===== src/design/rpn_pkg.sv =====
`timescale 1ns / 1ps
// ----------------------------------------------------------------------------
// RPN calculator package
// Beat types, opcodes and status codes shared by the calculator modules.
// ----------------------------------------------------------------------------
package rpn_pkg;

	localparam int DATA_WIDTH = 32;

	localparam logic [2:0] OP_PUSH = 3'd0;
	localparam logic [2:0] OP_ADD  = 3'd1;
	localparam logic [2:0] OP_SUB  = 3'd2;
	localparam logic [2:0] OP_MUL  = 3'd3;
	localparam logic [2:0] OP_END  = 3'd4;

	localparam logic [1:0] ST_OK    = 2'd0;
	localparam logic [1:0] ST_UNDER = 2'd1;
	localparam logic [1:0] ST_OVER  = 2'd2;
	localparam logic [1:0] ST_COUNT = 2'd3;

	typedef struct packed {
		logic [2:0]                   opcode;
		logic signed [DATA_WIDTH-1:0] operand_value;
	} token_beat_t;

	typedef struct packed {
		logic [1:0]                   status;
		logic signed [DATA_WIDTH-1:0] result_value;
		logic                         expression_done;
		logic [4:0]                   stack_depth;
	} result_beat_t;

endpackage


===== src/design/rpn_ram.sv =====
`timescale 1ns / 1ps
// ----------------------------------------------------------------------------
// RPN generic RAM
// Single write port, single read port with registered read data.
// ----------------------------------------------------------------------------
module rpn_ram #(
	parameter int WIDTH = 32,
	parameter int DEPTH = 16
) (
	input  logic                     clk,
	input  logic                     we,
	input  logic [$clog2(DEPTH)-1:0] waddr,
	input  logic [WIDTH-1:0]         wdata,
	input  logic [$clog2(DEPTH)-1:0] raddr,
	output logic [WIDTH-1:0]         rdata
);

	logic [WIDTH-1:0] mem_q [DEPTH];
	logic [WIDTH-1:0] rdata_q;

	always_ff @(posedge clk) begin
		if (we) begin
			mem_q[waddr] <= wdata;
		end
		rdata_q <= mem_q[raddr];
	end

	assign rdata = rdata_q;

endmodule


===== src/design/rpn_alu.sv =====
`timescale 1ns / 1ps
// ----------------------------------------------------------------------------
// RPN arithmetic unit
// Add, subtract or multiply two operands, result wrapped to the data width.
// ----------------------------------------------------------------------------
module rpn_alu (
	input  logic [2:0]                     opcode,
	input  logic [rpn_pkg::DATA_WIDTH-1:0] left,
	input  logic [rpn_pkg::DATA_WIDTH-1:0] right,
	output logic [rpn_pkg::DATA_WIDTH-1:0] y
);

	logic [2*rpn_pkg::DATA_WIDTH-1:0] prod;

	assign prod = left * right;

	always_comb begin
		unique case (opcode)
			rpn_pkg::OP_ADD: y = left + right;
			rpn_pkg::OP_SUB: y = left - right;
			rpn_pkg::OP_MUL: y = prod[rpn_pkg::DATA_WIDTH-1:0];
			default:         y = '0;
		endcase
	end

endmodule


===== src/design/rpn_stack_calculator.sv =====
`timescale 1ns / 1ps
// ----------------------------------------------------------------------------
// RPN stack calculator
// Each accepted token registers a result beat, valid in the cycle after; one
// token per cycle while results are not stalled. The top two stack entries
// live in registers, the third is prefetched from RAM each cycle: pops never wait.
// Reset clears the stack pointer, the held error and the result valid.
// The stack RAM is not cleared; only written entries are ever used.
// ----------------------------------------------------------------------------
module rpn_stack_calculator #(
	parameter int STACK_DEPTH = 16
) (
	input  logic                  clk,
	input  logic                  arst_n,
	input  logic                  token_valid,
	output logic                  token_stall,
	input  rpn_pkg::token_beat_t  token,
	output logic                  result_valid,
	input  logic                  result_stall,
	output rpn_pkg::result_beat_t result
);

	localparam int SpW   = $clog2(STACK_DEPTH + 1);
	localparam int AddrW = $clog2(STACK_DEPTH);
	localparam int DW    = rpn_pkg::DATA_WIDTH;

	logic [SpW-1:0]        sp_q, sp_d, sp_m2, rd_ptr;
	logic [1:0]            held_q, held_d;
	logic [DW-1:0]         top_q, top_d, nxt_q, nxt_d;
	logic                  res_valid_q;
	rpn_pkg::result_beat_t res_q, beat_d;
	logic                  accept, full, has_two;
	logic                  we;
	logic [AddrW-1:0]      waddr, raddr;
	logic [DW-1:0]         wdata, ram_rd, alu_y;
	logic [SpW+4:0]        depth_wide;

	assign accept      = token_valid & ~token_stall;
	assign token_stall = res_valid_q & result_stall;
	assign full        = (sp_q == SpW'(STACK_DEPTH));
	assign has_two     = (sp_q >= SpW'(2));
	assign sp_m2       = sp_q - SpW'(2);

	rpn_alu u_alu (
		.opcode (token.opcode),
		.left   (nxt_q),
		.right  (top_q),
		.y      (alu_y)
	);

	always_comb begin
		sp_d   = sp_q;
		held_d = held_q;
		top_d  = top_q;
		nxt_d  = nxt_q;
		we     = 1'b0;
		waddr  = sp_q[AddrW-1:0];
		wdata  = token.operand_value;
		beat_d.result_value    = '0;
		beat_d.expression_done = 1'b0;
		if (accept) begin
			case (token.opcode) inside
				rpn_pkg::OP_PUSH: begin
					if (full) begin
						if (held_q == rpn_pkg::ST_OK) begin
							held_d = rpn_pkg::ST_OVER;
						end
					end else begin
						sp_d  = sp_q + SpW'(1);
						top_d = token.operand_value;
						nxt_d = top_q;
						we    = 1'b1;
					end
				end
				rpn_pkg::OP_ADD, rpn_pkg::OP_SUB, rpn_pkg::OP_MUL: begin
					if (!has_two) begin
						if (held_q == rpn_pkg::ST_OK) begin
							held_d = rpn_pkg::ST_UNDER;
						end
					end else begin
						// The old third entry, now second, was prefetched from the RAM last cycle.
						sp_d  = sp_q - SpW'(1);
						top_d = alu_y;
						nxt_d = ram_rd;
						we    = 1'b1;
						waddr = sp_m2[AddrW-1:0];
						wdata = alu_y;
					end
				end
				rpn_pkg::OP_END: begin
					sp_d   = '0;
					held_d = rpn_pkg::ST_OK;
					beat_d.expression_done = 1'b1;
				end
				default: begin
				end
			endcase
		end

		if (beat_d.expression_done) begin
			if (held_q != rpn_pkg::ST_OK) begin
				beat_d.status = held_q;
			end else if (sp_q != SpW'(1)) begin
				beat_d.status = rpn_pkg::ST_COUNT;
			end else begin
				beat_d.status       = rpn_pkg::ST_OK;
				beat_d.result_value = top_q;
			end
		end else begin
			beat_d.status = held_d;
		end
		beat_d.stack_depth = depth_wide[4:0];
	end

	assign depth_wide = (SpW + 5)'(sp_d);

	// Always read the entry that will sit third from the top after this cycle.
	assign rd_ptr = sp_d - SpW'(3);
	assign raddr  = rd_ptr[AddrW-1:0];

	rpn_ram #(
		.WIDTH (DW),
		.DEPTH (STACK_DEPTH)
	) u_stack_ram (
		.clk   (clk),
		.we    (we),
		.waddr (waddr),
		.wdata (wdata),
		.raddr (raddr),
		.rdata (ram_rd)
	);

	always_ff @(posedge clk or negedge arst_n) begin
		if (!arst_n) begin
			sp_q        <= '0;
			held_q      <= rpn_pkg::ST_OK;
			res_valid_q <= 1'b0;
		end else begin
			sp_q   <= sp_d;
			held_q <= held_d;
			if (!res_valid_q || !result_stall) begin
				res_valid_q <= accept;
			end
		end
	end

	always_ff @(posedge clk) begin
		top_q <= top_d;
		nxt_q <= nxt_d;
		if (!res_valid_q || !result_stall) begin
			res_q <= beat_d;
		end
	end

	assign result_valid = res_valid_q;
	assign result       = res_q;

	a_sp_bound: assert property (@(posedge clk) disable iff (!arst_n)
		sp_q <= SpW'(STACK_DEPTH))
		else $error("stack pointer beyond stack depth");

	a_end_clears: assert property (@(posedge clk) disable iff (!arst_n)
		accept && token.opcode == rpn_pkg::OP_END |=>
			result_valid && result.expression_done && result.stack_depth == 5'd0
			&& held_q == rpn_pkg::ST_OK && sp_q == '0)
		else $error("end token did not empty the stack");

	// The cached entries are not reset, so they are compared with case equality.
	a_push_top: assert property (@(posedge clk) disable iff (!arst_n)
		accept && token.opcode == rpn_pkg::OP_PUSH && !full |=>
			top_q === $past(token.operand_value) && nxt_q === $past(top_q))
		else $error("push did not update the cached top entries");

	a_ok_needs_one: assert property (@(posedge clk) disable iff (!arst_n)
		accept && token.opcode == rpn_pkg::OP_END && held_q == rpn_pkg::ST_OK
			&& sp_q == SpW'(1) |=> result.status == rpn_pkg::ST_OK)
		else $error("clean single-value expression not reported ok");

endmodule


===== config.mk =====
export PLATFORM = sky130hd
export DESIGN_NAME = rpn_stack_calculator
export DESIGN_NICKNAME = d
export VERILOG_FILES = /design/src/design/rpn_pkg.sv /design/src/design/rpn_ram.sv /design/src/design/rpn_alu.sv /design/src/design/rpn_stack_calculator.sv
export SDC_FILE = /design/constraint.sdc
export NUM_CORES = 2
export LEC_CHECK = 0
export ABC_AREA = 1
export BUFFER_PORTS_ARGS = -buffer_cell sky130_fd_sc_hd__buf_4
export CAP_MARGIN = 20
export CORE_MARGIN = 1.5
export CORE_UTILIZATION = 34
export DETAILED_ROUTE_END_ITERATION = 10
export GPL_TIMING_DRIVEN = 0
export PLACE_DENSITY = 0.54
export SETUP_SLACK_MARGIN = 0.05
export SYNTH_ARGS = -nofsm -noshare
export SYNTH_HDL_FRONTEND = slang
export SYNTH_SLANG_ARGS = --single-unit

===== constraint.sdc =====
create_clock -name clk -period 8.51 [get_ports clk]
set_input_delay 2.553 -clock clk [delete_from_list [all_inputs] [get_ports clk]]
set_output_delay 2.553 -clock clk [all_outputs]
set_load 0.02 [all_outputs]

== Word-level counts from Yosys, hierarchy flattened ==
Memories as Yosys holds them, arrays and structs flattened. A register that Yosys moved wholly into a read port is not among the register bits.
Index checks and enable logic that the tools add are counted.
Word-level totals
  word-level logic and storage cells: 85
  latch bits: 0
  flip-flop bits (word level): 112
  ROM bits: 0
  RAM bits: 512
  input bits: 39
  output and inout port bits: 42
  memories: 1
Memories
  u_stack_ram.mem_q: words 16, width 32, rd ports 1, clocked after memory_dff 1, write ports 1, RTL line rpn_ram.sv:18  | logic [WIDTH-1:0] mem_q [DEPTH];
Operators by class
  multiplexer cells: 45
  divide/modulo/power cells: 0
  equal/unequal tests: 7
  add/sub/neg operators: 6
  $lt $le $gt $ge: 1
  shift operators: 0
  bitwise operators: 4
  reductions and logical operators: 11
  $mul: 1
Operators with widths (number)
  $mux 32: 12
  $pmux 32 s3: 1
  $add 32x32->32: 1
  $mul 32x32->32: 1
  $sub 32x32->32: 1
  $mux 5: 6
  $mux 2: 11
  $mux 4: 4
  $mux 1: 11
  $sub 4x2->4 const B: 2
  $eq 3x2->1 const B: 2
  $reduce_bool 2->1: 3
  $reduce_or 3->1: 2
  $add 5x1->5 const B: 1
  $eq 5x5->1 const B: 1
  $ge 5x2->1 const B: 1
  $ne 5x1->1 const B: 1
  $sub 5x1->5 const B: 1
  $reduce_and 4->1: 1
  $eq 3x1->1 const B: 1
  $eq 3x3->1 const B: 1
  $logic_not 3->1: 1
  $and 1x1->1: 2
  $logic_not 1->1: 2
  other kinds (4): 5

== Longest topological paths before layout ==
  depth after elaboration: 7
  gate-level depth with buffers: 39
  depth with buffers taken out: 37

== By module ==
Synthesis repeated with hierarchy kept, for this count alone.
Unflattened totals
  cell total of the unflattened synthesis: 5534
  area, all modules: 48047.3 µm²
Modules (own cells, without submodules)
  rpn_ram: times used 1, sequential area each 16015.4 µm², area each 22730.6 µm², cells each 2120
  rpn_alu: times used 1, sequential area each 0.0 µm², area each 19905.3 µm², cells each 2862
  rpn_stack_calculator: times used 1, sequential area each 3323.2 µm², area each 5411.4 µm², cells each 552

== Least setup slack after synthesis ==
No wires, ideal clock.
  path type: input to register
  start point: input port result_stall
  end point: memory u_stack_ram.mem_q[2][0] (enable)
  data required time: 8089 ps
  library setup time: 421 ps
  data arrival time: 7341 ps
  stages: 9
  slack: 748 ps
  buffers on the path: 0
  path through: nand2_1 -> nand2_2 -> inv_2 -> nand2_2 -> inv_2 -> o21ai_2 -> inv_1 -> nand3_1 -> nor2_1
On the way
  cells in the longest elaborated chain, start to end: 6
  elaborated cells between the ends (all ways): 7
  classes of those cells: mux (4); bitwise (3)
Ends and longest elaborated chain
  start: declaration: RTL line rpn_stack_calculator.sv:19  | input logic result_stall,
  $and 1x1->1 (*): RTL line rpn_stack_calculator.sv:39  | assign token_stall = res_valid_q & result_stall;
  $not 1->1 (*): RTL line rpn_stack_calculator.sv:38  | assign accept = token_valid & ~token_stall;
  $and 1x1->1 (*): RTL line rpn_stack_calculator.sv:38
  $mux 1: RTL line rpn_stack_calculator.sv:61  | if (accept) begin
  $mux 1: RTL line rpn_ram.sv:22  | if (we) begin
  $mux 1 (implied by the code): RTL line rpn_ram.sv:23  | mem_q[waddr] <= wdata;
  end: declaration: RTL line rpn_ram.sv:18
Every way passes the cells marked *; elsewhere a longest branch is shown, timed or not.

== Worst setup path after layout ==
  start point: register nxt_q[15]
  end point: memory u_stack_ram.mem_q[11][26], data pin
On the way
  cells in the longest elaborated chain, start to end: 6
  elaborated cells between the ends (all ways): 8
  classes of those cells: add/sub (2); mul (1); mux (5)
Ends and longest elaborated chain
  start: declaration: RTL line rpn_stack_calculator.sv:29  | logic [DW-1:0] top_q, top_d, nxt_q, nxt_d;
  start signal: assignment: RTL line rpn_stack_calculator.sv:149  | nxt_q <= nxt_d;
  $mul 32x32->32 (tied with other cells): RTL line rpn_alu.sv:15  | assign prod = left * right;
  $pmux 32 s3 (*): RTL line rpn_alu.sv:18  | unique case (opcode)
  $mux 32 (*): RTL line rpn_stack_calculator.sv:76  | if (!has_two) begin
  $mux 32 (*) (2 in a row): RTL line rpn_stack_calculator.sv:62  | case (token.opcode) inside
  $mux 32 (*): RTL line rpn_stack_calculator.sv:61
  net u_stack_ram.wdata[26]: RTL line rpn_ram.sv:13  | input logic [WIDTH-1:0] wdata,
Mark *: on every way through the listed nets, which the timed path passes. The rest lies on a longest branch.

==> flow_summary.yaml <==
status:
  status: "finished, final reports clean"
setup_path:
  crit_fanout: 16
  start_kind: "register"
  worst_path_dominant_cell_family: "adder cells"
  critical_path_class: "register to register"
  cp_data_arrival_time_ns: 8.62
  required_ns: 8.87
  cp-end-kind: "register"
  critPathSlowestCell: "fa_1"
  cpPeakStageDelay_ns: 0.59
  crit_buf_inv: 9
  crit_path_frequent_cell: "fa_1"
routing:
  finalWirelength_mm: 171
  route.detailed.drc: 0
  drt_iter0_markers: 3600
  vias_per_cell: 5.17
  antenna_left: 0
  drtPass1Iterations: 6
  num_vias: 35360
  wl_per_cell_um: 25.0
final_layout:
  regArea_um2: 19300
  fin_cells: 6834
  drive_gt1_frac: 0.0967
  areaGrowthSynthToFinish_pct: 14.0
  fillers: 13251
  multi_input_area_um2: 21500
  fin_nets: 5634
clock_network:
  worstSkewPairLatency_ns: 0.66
  root_buffer: "clkbuf_16"
  cts_buffer_depth: 3
  postCtsHoldBufs: 0
  cts_tree: "built"
  cts_buffers: 69
  h-tree-depth: 3
  cts_num_sinks: 656
  clkTransAtPathRegs_ns: 0.06
logic_synthesis:
  synthMuxAreaShare: 0
  synth_edf_count: 616
  synthFlopType: "edfxtp_1"
  synthAdderAreaFrac: 0.226
  synth.distinct_cells: 57
  synth_seq_area_share: 0.427
  synth_top_family_by_area: "adder cells"
  synthTopCellsByCount: "917 x inv_1, 865 x nand2_1, 616 x edfxtp_1, 461 x nor2_1, 413 x o21ai_0"
  synth-simple-area-share: 0.136
  syn_avg_cell_area_um2: 9.41
  yosys.area.top_type: "edfxtp_1"
  synth_xor_area_frac: 0.0111
  ys_ff_latch: 656
  yosys-top-cells-area: "edfxtp_1 41%, fa_1 18%, inv_1 7.6%"
  synth_top_area_share: 0.408
  synth_most_common_cell: "inv_1"
  synth_cells: 4812
  ys_warn_count: 0
  synth_compound_area_frac: 0.0981
  synth_nets: 5424
  synthArstFlopShare: 0.0122
  synth.cell_area_um2: 45300
grt:
  grt_max_degree: 65
  first_global_vias: 34411
  grt_usage: 0.250
  antenna_found_initial: 8
  grt_pass1_wl_mm: 243
  grt_overflow: 0
floorplan:
  die_w_um: 368
  initial_core_util: 0.344
  ios: 81
  rows: 133
  coreArea_um2: 132000
  die-area_um2: 135000
  dieHeight_um: 368
timing:
  setup_ws_ns: 0.253
  relSlewSlack: 0.163
  finalCriticalPeriod_ns: 8.26
  worst_pin_slew_ns: 1.26
  finalCritPeriodShare: 0.970
  timing.fmax_mhz: 121
  skew_ns: 0.0553
  setup_viol: 0
  maxSlewViolCount: 0
  final_hold_viol_count: 0
  rsz0062_at_grt: "no"
worst_hold_path:
  hold_class: "register to register"
placement:
  place_ws_ns: -1.18
  io_buffers: 80
  gp_congestion: 0.968
  place_hpwl_mm: 130
  dp.cells: 6679
job:
  maxCapViolations: 0
==> repair_timing <==
item | in CTS | in global routing
endpoints found under the setup margin | 315 | 194
pin swaps | 0 | 1
buffers inserted | 22 | 17
gates cloned | 0 | 1
gates resized for setup | 95 | 101
==> state kept, by name, indices dropped and copies added, names as in the netlist <==
signal / flops
held_q: 2
result: 40
nxt_q: 32
u_stack_ram.mem_q: 512
top_q: 32
result_valid: 1
sp_q: 5
u_stack_ram.rdata: 32
==> area by class of cell <==
class / instances / share of cell area
Inverter: 932 / 0.0678
Clock inverter: 40 / 0.00969
Tap cell: 1755 / 0.0425
Antenna cell: 2 / 0.0000969
Clock buffer: 86 / 0.0347
Buffer: 235 / 0.0243
Timing Repair inverter: 1 / 0.000145
Multi-Input combinational cell: 2976 / 0.417
Timing Repair Buffer: 151 / 0.0297
Sequential cell: 656 / 0.374
==> cell usage in the layout, fill, tap and decap left out, types with 11 or more instances in the layout <==
cell       instances
buf_2             55
clkbuf_2          36
fa_1             408
o21ai_1           79
nand3_1          135
o21bai_1          12
a21oi_1          111
buf_4            133
nor2_1           445
nand4_1           15
nor3_1            17
clkinv_1          11
ha_1             161
a21o_1            13
buf_12            23
xor2_1            45
buf_6             14
clkbuf_1         100
o22ai_1          145
clkbuf_16         69
o21ai_0          399
nor2_4            19
nand3b_1          11
dfxtp_1           32
clkbuf_4          27
nand2_1          862
edfxtp_1         616
inv_1            905
inv_2             24
==> tightest hold or removal path: cells and delay by family, from the launching register on <==
family | cells | cell delay (ns)
flops | 1 | 0.31
compound gates | 1 | 0.07
simple gates | 1 | 0.06
==> path summary, 6_finish.rpt <==
check	from	to	slack, ns	cells past startpoint
max reg2reg	nxt_q[15]	u_stack_ram.mem_q[11][26]	0.25	29
min	u_stack_ram.rdata[30]	nxt_q[30]	0.52	2
min reg2reg	u_stack_ram.rdata[30]	nxt_q[30]	0.52	2
min in group asynchronous	arst_n	sp_q[1]	1.70	1
max in group asynchronous	arst_n	held_q[0]	6.68	1
max	nxt_q[15]	u_stack_ram.mem_q[11][26]	0.25	29
==> logic make-up (layout without fill, tap and decap cells) <==
| family | after synthesis | in the layout |
|---|---|---|
| XOR/XNOR | 55 | 55 |
| adder cells (fa/ha/maj) | 573 | 573 |
| AND/OR/NAND/NOR | 1539 | 1539 |
| AO/OA/AOI/OAI | 809 | 809 |
| buffers and inverters | 1180 | 1445 |
| other | 0 | 2 |
| flip-flops | 656 | 656 |
==> per-layer routing <==
metal	GRT usage	vias to the layer above	routed length, µm
li1	-	15815	-
met1	0.327	17639	68100
met4	0.119	6	9030
met5	0	-	36
met3	0.0348	340	13600
met2	0.409	1560	80000
==> metrics by stage <==
step	hold WS [ns]	TNS, ns	area [µm²]	utilization
floorplan	0.484	0	45300	-
global placement	0.499	-1825.27	48100	0.365
detailed placement	0.498	-189.07	48800	0.370
CTS	0.512	0	51400	0.390
global route	0.533	0	51700	0.392
finish	0.517	0	51700	0.392
Power is not shown: default switching activity piles up to over one toggle a cycle in this logic, so the estimate is an artifact.
